[config.mk]
export PLATFORM = sky130hd
export DESIGN_NAME = modbus_read_response_checker_unit
export DESIGN_NICKNAME = d
export VERILOG_FILES = /design/src/design/mrrc_pkg.sv /design/src/design/modbus_read_response_checker_unit.sv /design/src/design/mrrc_parser.sv
export SDC_FILE = /design/constraint.sdc
export NUM_CORES = 1
export LEC_CHECK = 0
export ABC_AREA = 0
export BUFFER_PORTS_ARGS = -buffer_cell sky130_fd_sc_hd__clkbuf_2
export CAP_MARGIN = 30
export CORE_MARGIN = 4
export CORE_UTILIZATION = 45
export CTS_CLUSTER_DIAMETER = 120
export CTS_CLUSTER_SIZE = 28
export DETAILED_ROUTE_END_ITERATION = 12
export GPL_TIMING_DRIVEN = 0
export MAX_ROUTING_LAYER = met4
export PLACE_DENSITY = 0.6
export SLEW_MARGIN = 5
export SYNTH_ARGS = -nofsm -noshare
export SYNTH_HDL_FRONTEND = slang
export SYNTH_SLANG_ARGS = --single-unit
[constraint.sdc]
create_clock -name clk -period 3.75 [get_ports clk]
set_input_delay 1.125 -clock clk [delete_from_list [all_inputs] [get_ports clk]]
set_output_delay 1.125 -clock clk [all_outputs]
set_load 0.05 [all_outputs]
[src/design/mrrc_pkg.sv]
// Package with shared types, status codes and the CRC byte update for the response checker.
`timescale 1ns / 1ps
`default_nettype none

package mrrc_pkg;

    localparam logic [2:0] ST_BUSY = 3'd0;
    localparam logic [2:0] ST_OK   = 3'd1;
    localparam logic [2:0] ST_ADDR = 3'd2;
    localparam logic [2:0] ST_FUNC = 3'd3;
    localparam logic [2:0] ST_CRC  = 3'd4;

    localparam logic [7:0]  FUNC_READ_REGS = 8'd3;
    localparam logic [15:0] CRC_POLY       = 16'hA001;
    localparam logic [15:0] CRC_INIT       = 16'hFFFF;
    localparam logic [7:0]  NODE_RESET     = 8'd1;

    typedef struct packed {
        logic [2:0] status;
        logic       payload_valid;
        logic [7:0] payload_byte;
    } mrrc_result_t;

    // Reflected CRC-16 over one byte, LSB first.
    function automatic logic [15:0] crc16_byte(input logic [15:0] crc_in, input logic [7:0] data);
        logic [15:0] crc;
        crc = crc_in ^ {8'h00, data};
        for (int k = 0; k < 8; k++)
        begin
            if (crc[0])
            begin
                crc = (crc >> 1) ^ CRC_POLY;
            end
            else
            begin
                crc = crc >> 1;
            end
        end
        return crc;
    endfunction

endpackage

`default_nettype wire

[src/design/modbus_read_response_checker_unit.sv]
// Top level of the Modbus read-registers response checker with handshake and node register.
`timescale 1ns / 1ps
`default_nettype none

// Checks a Modbus RTU read-registers response one received byte per transaction and
// returns one result per byte: the sticky frame status, and the byte itself when it is
// a data byte. A new byte can be taken every clock cycle unless the input is stalled;
// each result is registered on acceptance, shows in the next cycle and stays in an output
// register until it is taken, so input stall follows output stall only while that register
// is full. The rate rests on the combinational CRC-16 byte update ahead of that register.
// The expected node register resets to 1 and should be written only while the checker
// is idle; it is compared against the first byte of each frame.

module modbus_read_response_checker_unit (
    input  wire logic       clk,
    input  wire logic       rst_n,
    input  wire logic       cfg_we,
    input  wire logic [7:0] cfg_wdata,
    input  wire logic       in_valid,
    output logic            in_stall,
    input  wire logic [7:0] rx_byte,
    input  wire logic       frame_start,
    output logic            out_valid,
    input  wire logic       out_stall,
    output logic [2:0]      status,
    output logic            payload_valid,
    output logic [7:0]      payload_byte
);

    logic [7:0]             expected_node_reg;
    logic                   out_valid_reg, out_valid_next;
    logic                   accept;
    mrrc_pkg::mrrc_result_t result;

    assign in_stall       = out_valid_reg && out_stall;
    assign accept         = in_valid && !in_stall;
    assign out_valid_next = accept || (out_valid_reg && out_stall);

    always_ff @(posedge clk or negedge rst_n)
    begin
        if (!rst_n)
        begin
            expected_node_reg <= mrrc_pkg::NODE_RESET;
            out_valid_reg     <= 1'b0;
        end
        else
        begin
            if (cfg_we)
            begin
                expected_node_reg <= cfg_wdata;
            end
            out_valid_reg <= out_valid_next;
        end
    end

    mrrc_parser u_parser (
        .clk           (clk),
        .rst_n         (rst_n),
        .accept        (accept),
        .rx_byte       (rx_byte),
        .frame_start   (frame_start),
        .expected_node (expected_node_reg),
        .result        (result)
    );

    assign out_valid     = out_valid_reg;
    assign status        = result.status;
    assign payload_valid = result.payload_valid;
    assign payload_byte  = result.payload_byte;

`ifndef ASSERT_OFF
    // Every accepted byte must leave a result in the output register.
    a_accept_gives_result: assert property (@(posedge clk) disable iff (!rst_n)
        accept |=> out_valid)
        else $error("accepted transaction produced no result");

    // The input side is held back only by a pending, stalled result.
    a_stall_only_when_full: assert property (@(posedge clk) disable iff (!rst_n)
        in_stall |-> out_valid)
        else $error("input stalled with empty output register");

    // A data byte can only occur while the frame is still in progress.
    a_payload_in_progress: assert property (@(posedge clk) disable iff (!rst_n)
        (out_valid && payload_valid) |-> (status == mrrc_pkg::ST_BUSY))
        else $error("payload byte with a final status");

    // Non-data results carry a zero byte.
    a_payload_zero: assert property (@(posedge clk) disable iff (!rst_n)
        (out_valid && !payload_valid) |-> (payload_byte == 8'd0))
        else $error("payload byte nonzero without payload_valid");
`endif

endmodule

`default_nettype wire

[src/design/mrrc_parser.sv]
// Frame parser: phase tracking, CRC accumulation and the result register.
`timescale 1ns / 1ps
`default_nettype none

module mrrc_parser (
    input  wire logic                  clk,
    input  wire logic                  rst_n,
    input  wire logic                  accept,
    input  wire logic [7:0]            rx_byte,
    input  wire logic                  frame_start,
    input  wire logic [7:0]            expected_node,
    output mrrc_pkg::mrrc_result_t     result
);

    typedef enum logic [2:0] {
        PH_ADDR,
        PH_FUNC,
        PH_COUNT,
        PH_DATA,
        PH_CRC_LO,
        PH_CRC_HI,
        PH_DONE
    } phase_t;

    phase_t                 phase_reg, phase_next, phase_cur;
    logic [15:0]            crc_reg, crc_next, crc_cur;
    logic [7:0]             left_reg, left_next, left_cur;
    logic [7:0]             low_reg, low_next, low_cur;
    logic [2:0]             sticky_reg, sticky_next, sticky_cur;
    mrrc_pkg::mrrc_result_t result_reg, result_next;
    logic [15:0]            crc_upd;
    logic [7:0]             left_dec;

    always_comb
    begin
        // A frame start abandons whatever frame was in progress.
        phase_cur  = frame_start ? PH_ADDR : phase_reg;
        crc_cur    = frame_start ? mrrc_pkg::CRC_INIT : crc_reg;
        left_cur   = frame_start ? 8'd0 : left_reg;
        low_cur    = frame_start ? 8'd0 : low_reg;
        sticky_cur = frame_start ? mrrc_pkg::ST_BUSY : sticky_reg;

        crc_upd  = mrrc_pkg::crc16_byte(crc_cur, rx_byte);
        left_dec = left_cur - 8'd1;

        phase_next  = phase_cur;
        crc_next    = crc_cur;
        left_next   = left_cur;
        low_next    = low_cur;
        sticky_next = sticky_cur;
        result_next.payload_valid = 1'b0;

        case (phase_cur)
            PH_ADDR:
            begin
                crc_next = crc_upd;
                if (rx_byte != expected_node)
                begin
                    sticky_next = mrrc_pkg::ST_ADDR;
                    phase_next  = PH_DONE;
                end
                else
                begin
                    phase_next = PH_FUNC;
                end
            end
            PH_FUNC:
            begin
                crc_next = crc_upd;
                if (rx_byte != mrrc_pkg::FUNC_READ_REGS)
                begin
                    sticky_next = mrrc_pkg::ST_FUNC;
                    phase_next  = PH_DONE;
                end
                else
                begin
                    phase_next = PH_COUNT;
                end
            end
            PH_COUNT:
            begin
                crc_next   = crc_upd;
                left_next  = rx_byte;
                phase_next = (rx_byte == 8'd0) ? PH_CRC_LO : PH_DATA;
            end
            PH_DATA:
            begin
                crc_next  = crc_upd;
                left_next = left_dec;
                result_next.payload_valid = 1'b1;
                if (left_dec == 8'd0)
                begin
                    phase_next = PH_CRC_LO;
                end
            end
            PH_CRC_LO:
            begin
                low_next   = rx_byte;
                phase_next = PH_CRC_HI;
            end
            PH_CRC_HI:
            begin
                sticky_next = ({rx_byte, low_cur} == crc_cur) ? mrrc_pkg::ST_OK
                                                              : mrrc_pkg::ST_CRC;
                phase_next  = PH_DONE;
            end
            default:
            begin
                phase_next = PH_DONE;
            end
        endcase

        result_next.status       = sticky_next;
        result_next.payload_byte = result_next.payload_valid ? rx_byte : 8'd0;
    end

    always_ff @(posedge clk or negedge rst_n)
    begin
        if (!rst_n)
        begin
            phase_reg  <= PH_ADDR;
            crc_reg    <= mrrc_pkg::CRC_INIT;
            left_reg   <= 8'd0;
            low_reg    <= 8'd0;
            sticky_reg <= mrrc_pkg::ST_BUSY;
            result_reg <= '0;
        end
        else if (accept)
        begin
            phase_reg  <= phase_next;
            crc_reg    <= crc_next;
            left_reg   <= left_next;
            low_reg    <= low_next;
            sticky_reg <= sticky_next;
            result_reg <= result_next;
        end
    end

    assign result = result_reg;

endmodule

`default_nettype wire
Word level (Yosys, flattened, before mapping) --
Index checks and enable logic that the tools add are counted.
Word-level totals: bits of input ports 22, word-level logic and storage cells 62, bits in registers 56
Cells by class: bitwise operators 9, reduce and logical (&&, ||, !) cells 8, multiplexer cells 27, add/sub/neg operators 1, eq/ne operators 8
Operators with widths (count):
- $mux W16 | 10
- $mux W8 | 4
- $mux W3 | 9
- $not A2 Y3 | 8
- $eq A16 B16 Y1 | 1
- $logic_not A8 Y1 | 2
- $pmux W8 S2 | 1
- $xor A16 B8 Y16 | 1
- $pmux W3 S5 | 1
- $pmux W3 S3 | 1
- $ne A8 B2 Y1 const B | 1
- $ne A8 B8 Y1 | 1
- $sub A8 B1 Y8 const B | 1
- $eq A3 B2 Y1 const B | 2
- $eq A3 B3 Y1 const B | 2
- $reduce_or A4 Y1 | 1
- $eq A3 B1 Y1 const B | 1
- $logic_not A3 Y1 | 1
- $logic_and A1 B1 Y1 | 2
- $logic_not A1 Y1 | 1
- $logic_or A1 B1 Y1 | 1
- $mux W1 | 1

Longest topological paths before layout --
Gate-level depths: netlist (run 1).
depth after elaboration 19, gate-level depth with buffers 11, gate-level depth less buffers 9

By module --
A second synthesis (run 1) with hierarchy kept.
Second synthesis, totals: cell total of the unflattened synthesis 359, area, all modules 3339.5 µm²
By module, submodules not included:
- mrrc_parser | instances 1, cells each 338, area an instance 2960.3 µm²
- modbus_read_response_checker_unit | instances 1, cells each 21, area an instance 379.1 µm²

Worst setup path after synthesis (run 1) --
No wires, ideal clock.
kind input to register, start point input port frame_start, end point register u_parser.phase_reg[1], arrival time 2.670 ns, cell stages on the path 11, data required time 3.620 ns, buffers on the path 2, path slack 0.950 ns, library setup time 0.130 ns, cell sequence buf_2 -> inv_1 -> buf_2 -> nand2_1 -> ha_1 -> xnor2_1 -> nand3_1 -> nor4_2 -> a31oi_1 -> a211oi_2 -> a31oi_1
On the way: longest elaborated chain between the ends 5, elaborated cells between the ends (all ways) 11
RTL lines:
- from (decl) | RTL line modbus_read_response_checker_unit.sv:22 | input wire logic frame_start,
- $mux W8 | RTL line mrrc_parser.sv:39 | left_cur = frame_start ? 8'd0 : left_reg;
- $sub A8 B1 Y8 | RTL line mrrc_parser.sv:44 | left_dec = left_cur - 8'd1;
- $logic_not A8 Y1 | RTL line mrrc_parser.sv:91 | if (left_dec == 8'd0)
- $mux W3 | RTL line mrrc_parser.sv:91
- $pmux W3 S5 (*) | RTL line mrrc_parser.sv:53 | case (phase_cur)
- to (signal assigned) | RTL line mrrc_parser.sv:130 | phase_reg <= phase_next;
- to (decl) | RTL line mrrc_parser.sv:25 | phase_t phase_reg, phase_next, phase_cur;
Mark *: on every way between the ends. The rest lies on a longest branch, timed or not. A chain may end at the register's enable or synchronous reset.

Worst setup path after layout (run 1) --
Same ends and word-level chain as after synthesis.

==> flow_summary.yaml, run 1 <==
synthesis:
  yosysSeqAreaShare_pct: 42.7
  syn_avg_cell_area_um2: 9.50
  synth_cell_types: 52
  ys_seq_elements: 56
  synthCells: 351
  synth_nets: 375
  yosysWarnings: 0
  netlist_area_um2: 3330
layout:
  antenna_cells: 0
  post-route-util_pct: 51.0
  mostFrequentLayoutCells: "nand2_1 (43), dfrtp_1 (39), o21ai_0 (31)"
  final_common_cell: "nand2_1"
  largest_register_ffs: 16
  layoutNonFillerInstCount: 483
  final_area_um2: 3680
  drive_gt1_share_pct: 21.6
  layout.nets: 407
  area_growth_pct: 10.3
  nFillCells: 736
global_routing:
  overflow: 0
  antenna_found_initial: 0
  track_usage_pct: 20.9
  grt_start_max_net_pins: 57
  grt_pass1_wl_mm: 13.8
  grt_pass1_vias: 2668
route:
  finalWirelength_mm: 8.39
  viasPerCell: 5.66
  ant_nets: 0
  vias: 2733
  wl_per_cell_um: 17.4
  route.detailed.drc: 0
  dr.pass1.iters: 7
  initialDrtViolationCount: 144
cts:
  htreeDepth: 2
  ctsHoldBuffers: 0
  clock_latency_ns: 0.32
  cts_tree: "done"
  cts_buffers: 5
  post_cts_resized: 0
  cts_root_buf: "clkbuf_8"
  clock-sinks: 56
  post_cts.repair.setup_buffers: 0
  path_clk_slew_ns: 0.10
  clock_tree.buffer_depth: 2
placed_design:
  hpwlAfterDp_mm: 5.97
  portBuffers: 25
  post-place-cells: 475
  globalplace.congestion: 0.961
  place_area_um2: 3590
floorplan:
  core_area_um2: 7210
  design.die.area_um2: 8850
  num_io_pins: 36
  start_util_pct: 46.2
  die_w_um: 94.1
  rows: 31
  die_h_um: 94.1
sta:
  setup_viol: 0
  max_slew.worst_pin.slew_ns: 0.750
  period_needed_ns: 2.84
  fin_worst_skew_ns: 0.00796
  holdWs_ns: 0.495
  hold_violations: 0
  max_freq_mhz: 353
  fin_tns_setup_ns: 0
  worst_slew_margin_rel_pct: 50.0
  final_max_slew_viol_count: 0
  finalCritPeriodShare_pct: 75.6
  rsz0062_at_grt: "false"
power:
  internal-power_mw: 1.30
  power.density_nw_per_um2: 565
  power_switching_mw: 0.784
  pwr-share-comb_pct: 38.8
  power_frac_clock_pct: 16.5
  p_sw_share_pct: 37.7
  peakVddDrop_uv: 486
  p_seq_share_pct: 44.6
  p_leak_nw: 1.60
critical_path:
  slowest_stage: "ha_1"
  cp_top_family: "compound AO/OA/AOI/OAI gates"
  crit_chain: "buf_2, inv_1, buf_2, nand2_1, ha_1, xnor2_1, nand3_1, nor4_2, a31oi_1, a211oi_2, a31oi_1"
  end_kind: "register"
  path_max_fanout: 10
  crit_path_start_kind: "input port"
  critical_path_buf_inv_count: 3
  worstPathRequired_ns: 3.96
  cp.arrival_ns: 3.04
  cp_slowest_stage_delay_ns: 0.29
  path_class: "in -> reg"
  rr_startpoint: "u_parser.phase_reg[2]"
  crit_start: "frame_start"
hold_path:
  holdCritPathClass: "reg -> reg"
  hp-start: "u_parser.crc_reg[9]"
run:
  maxCapViolCount: 0
outcome:
  outcome: "completed"
==> logic make-up after synthesis <==
group	synth area share, %
AO/OA/AOI/OAI	17.2
XOR/XNOR	15.2
adder cells (fa/ha/maj)	0.750
buffers and inverters	4.54
flip-flops	42.7
multiplexers	3.04
AND/OR/NAND/NOR	16.6
==> synth_stat cells (all sizes together) <==
cell | n | area share, %
nand2 | 43 | 4.8
dfrtp | 39 | 29
o21ai | 34 | 5.1
nor2 | 26 | 3.1
xnor2 | 26 | 6.8
xor2 | 24 | 6.3
a22o | 18 | 4.7
dfstp | 17 | 13
clkbuf | 13 | 1.5
a21oi | 12 | 1.8
buf | 12 | 2.2
nor4 | 10 | 2.4
mux2 | 9 | 3.0
inv | 8 | 0.90
nand3 | 5 | 0.75
nor2b | 5 | 0.94
nor3 | 5 | 0.75
o31ai | 4 | 0.90
a31oi | 3 | 0.56
nand4 | 3 | 0.56
nor3b | 3 | 0.83
xnor3 | 3 | 2.1
a211oi | 2 | 0.60
a221oi | 2 | 0.53
and2 | 2 | 0.38
ha | 2 | 0.75
nand2b | 2 | 0.38
o22ai | 2 | 0.38
o41ai | 2 | 0.53
or2 | 2 | 0.38
or3 | 2 | 0.53
a21o | 1 | 0.23
a32o | 1 | 0.30
a32oi | 1 | 0.26
and3 | 1 | 0.19
and3b | 1 | 0.30
o2111ai | 1 | 0.26
o211a | 1 | 0.30
o21a | 1 | 0.23
o21bai | 1 | 0.23
o32a | 1 | 0.30
or4 | 1 | 0.26
==> per-layer routing <==
layer | GRT usage [%] | routed length (µm) | vias up
met2 | 34.2 | 4170 | 57
met3 | 2.64 | 326 | 9
met1 | 26.7 | 3780 | 1382
met5 | - | 0 | -
met4 | 7.58 | 112 | 0
li1 | - | - | 1285
==> power groups by stage <==
stage / clock, mW / sequential, mW / combinational (mW)
6_report: 0.344 / 0.928 / 0.808
4_1_cts: 0.357 / 0.926 / 0.808
3_5_place_dp: 0 / 0.938 / 0.805
3_3_place_gp: 0 / 0.935 / 0.794
2_1_floorplan: 0 / 0.925 / 0.634
5_1_grt: 0.378 / 0.949 / 0.899
==> per-stage QoR <==
step	total power [mW]	setup slack, ns
after CTS	2.09	0.953
after global routing	2.23	0.765
final	2.08	0.914
after detailed placement	1.74	0.605
after floorplan	1.56	0.950
after global placement	1.73	0.604
==> worst reg2reg max path, stage by stage, from the launching register on <==
cell	delay (ns)
dfrtp_1	0.40
clkbuf_1	0.21
nor2b_1	0.40
nand2_1	0.29
nor2_2	0.40
and3b_2	0.24
a21oi_1	0.03
o21ai_0	0.10
==> worst paths after layout <==
kind / end / slack [ns] / cells past startpoint
max in group asynchronous: u_parser.phase_reg[2] / 2.38 / 1
max reg2reg: u_parser.left_reg[2] / 1.60 / 7
max: u_parser.phase_reg[1] / 0.91 / 11
min: u_parser.crc_reg[9] / 0.50 / 2
min reg2reg: u_parser.crc_reg[9] / 0.50 / 2
min in group asynchronous: u_parser.low_reg[6] / 0.89 / 1
==> final cells by class <==
type / count / area (µm²) / share of cell area [%]
multi-input cells: 262 / 1760 / 47.9
flip-flops and latches: 56 / 1420 / 38.7
repair buffers: 25 / 128 / 3.47
well taps: 99 / 124 / 3.37
plain buffers: 25 / 121 / 3.30
clock buffers: 5 / 68.8 / 1.87
inverters: 8 / 30.0 / 0.817
clock inverters: 3 / 22.5 / 0.612
No activity file was read; power rests on OpenSTA's default activity.
==> run 2, diff against run 1 <==
- PLACE_DENSITY: 0.6 -> 0.62
- clock period: 3.75 -> 2.45 ns (I/O delays scaled with it)
==> run 2 against run 1 <==
Compared with the run above:
- register-to-register slack worse by 1.3 ns
- hold slack worse by 0.0027 ns
- largest power group unchanged
- global-route usage is 0.081 points higher
- sequential share of layout area is 0.79 points lower
- setup slack got worse by 0.83 ns
- critical endpoint unchanged
- clock power grew 84%
- cell count did not move
- power up 60%
- critical path type unchanged
- flip-flop and latch count stayed put
==> flow_summary.yaml, run 2 (synthesized netlist as in run 1, its figures left out) <==
cts:
  cts_buffers: 5
  clock-sinks: 56
  htreeDepth: 2
  cts_root_buf: "clkbuf_8"
  clock_latency_ns: 0.31
  clock_tree.buffer_depth: 2
  path_clk_slew_ns: 0.11
  cts_tree: "done"
  ctsHoldBuffers: 0
critical_path:
  path_class: "in -> reg"
  crit_path_start_kind: "input port"
  r2r_cells: 7
  cp.arrival_ns: 2.57
  r2r_end: "u_parser.left_reg[2]"
  critical_path_buf_inv_count: 3
  rr_startpoint: "u_parser.phase_reg[2]"
  slowest_stage: "nor4_4"
  path_max_fanout: 10
  cp_top_family: "simple AND/OR/NAND/NOR gates"
  r2r_setup_slack_ns: 0.28
  cp_slowest_stage_delay_ns: 0.36
  worstPathRequired_ns: 2.65
  end_kind: "register"
  crit_chain: "clkbuf_4, inv_4, buf_8, nand2_2, ha_4, xnor2_1, nand3_1, nor4_4, a31oi_2, a211oi_2, a31oi_1"
floorplan:
  core_area_um2: 7210
  num_io_pins: 36
  die_w_um: 94.1
  start_util_pct: 46.2
  rows: 31
  design.die.area_um2: 8850
  die_h_um: 94.1
route:
  ant_nets: 0
  dr.pass1.iters: 5
  wl_per_cell_um: 17.5
  initialDrtViolationCount: 118
  route.detailed.drc: 0
  vias: 2736
  viasPerCell: 5.66
  finalWirelength_mm: 8.46
layout:
  drive_gt1_share_pct: 23.4
  mostFrequentLayoutCells: "nand2_1 (41), dfrtp_1 (39), o21ai_0 (31)"
  area_growth_pct: 12.6
  antenna_cells: 0
  largest_register_ffs: 16
  final_common_cell: "nand2_1"
  layout.nets: 407
  final_area_um2: 3750
global_routing:
  grt_pass1_wl_mm: 14.2
  overflow: 0
  grt_pass1_vias: 2725
  grt_start_max_net_pins: 57
  antenna_found_initial: 0
  track_usage_pct: 21.0
sta:
  max_slew.worst_pin.slew_ns: 0.766
  fin_worst_skew_ns: 0.00552
  period_needed_ns: 2.37
  max_freq_mhz: 422
  holdWs_ns: 0.492
  finalCritPeriodShare_pct: 96.6
  final_max_slew_viol_count: 0
  worst_slew_margin_rel_pct: 48.9
  hold_violations: 0
  setup_ws_ns: 0.0826
  setup_viol: 0
placed_design:
  place_area_um2: 3590
  place_ws_ns: -0.367
  globalplace.congestion: 0.879
  hpwlAfterDp_mm: 6.02
  portBuffers: 25
run:
  maxCapViolCount: 0
power:
  power.density_nw_per_um2: 884
  p_leak_nw: 1.61
  peakVddDrop_uv: 675
hold_path:
  holdCritPathClass: "in -> async"
outcome:
  outcome: "completed"
## run 2: metrics by stage
stage	power, mW	instances	utilization [%]	TNS, ns
5_1_grt	3.55	483	52.0	-0.0846
2_1_floorplan	2.39	351	-	0
3_3_place_gp	2.64	475	49.7	-1.26
4_1_cts	3.31	483	51.4	0
6_report	3.32	483	52.0	0
3_5_place_dp	2.67	475	49.7	-1.54
## run 2: final cells by class
class | count | area, µm²
fill | 685 | 3460
multi-input combinational | 262 | 1800
sequential | 56 | 1420
buffer | 25 | 135
timing repair buffer | 25 | 128
tap | 99 | 124
clock buffer | 5 | 68.8
clock inverter | 3 | 46.3
inverter | 8 | 32.5
## run 2: how the worst max path moves through the flow
stage | startpoint | end | slack [ns] | cells after the start
2_1_floorplan | frame_start | u_parser.phase_reg[1] | 0.04 | 11
3_3_place_gp | rx_byte[7] | u_parser.phase_reg[2] | -0.33 | 7
3_5_place_dp | rx_byte[7] | u_parser.phase_reg[2] | -0.37 | 7
4_1_cts | frame_start | u_parser.phase_reg[0] | 0.04 | 11
5_1_grt | frame_start | u_parser.phase_reg[1] | -0.06 | 11
6_report | frame_start | u_parser.phase_reg[1] | 0.08 | 11
## run 2: repair_timing
action,CTS,global route
pin swaps,0,4
gates cloned,0,0
endpoints found under the setup margin,3,3
resized for setup,2,12
buffers inserted,0,0
## run 2: power by group
| group | switching [mW] | internal [mW] | total, mW |
|---|---|---|---|
| combinational | 0.675 | 0.594 | 1.27 |
| sequential | 0.219 | 1.20 | 1.42 |
| clock | 0.326 | 0.309 | 0.634 |
## run 2: routing by layer
metal / GRT usage, % / vias up / part of all wire, %
met5: - / - / 0
met4: 5.66 / 0 / 0.98
met2: 33.9 / 88 / 49
met3: 2.80 / 7 / 4.9
li1: - / 1291 / -
met1: 27.9 / 1350 / 45
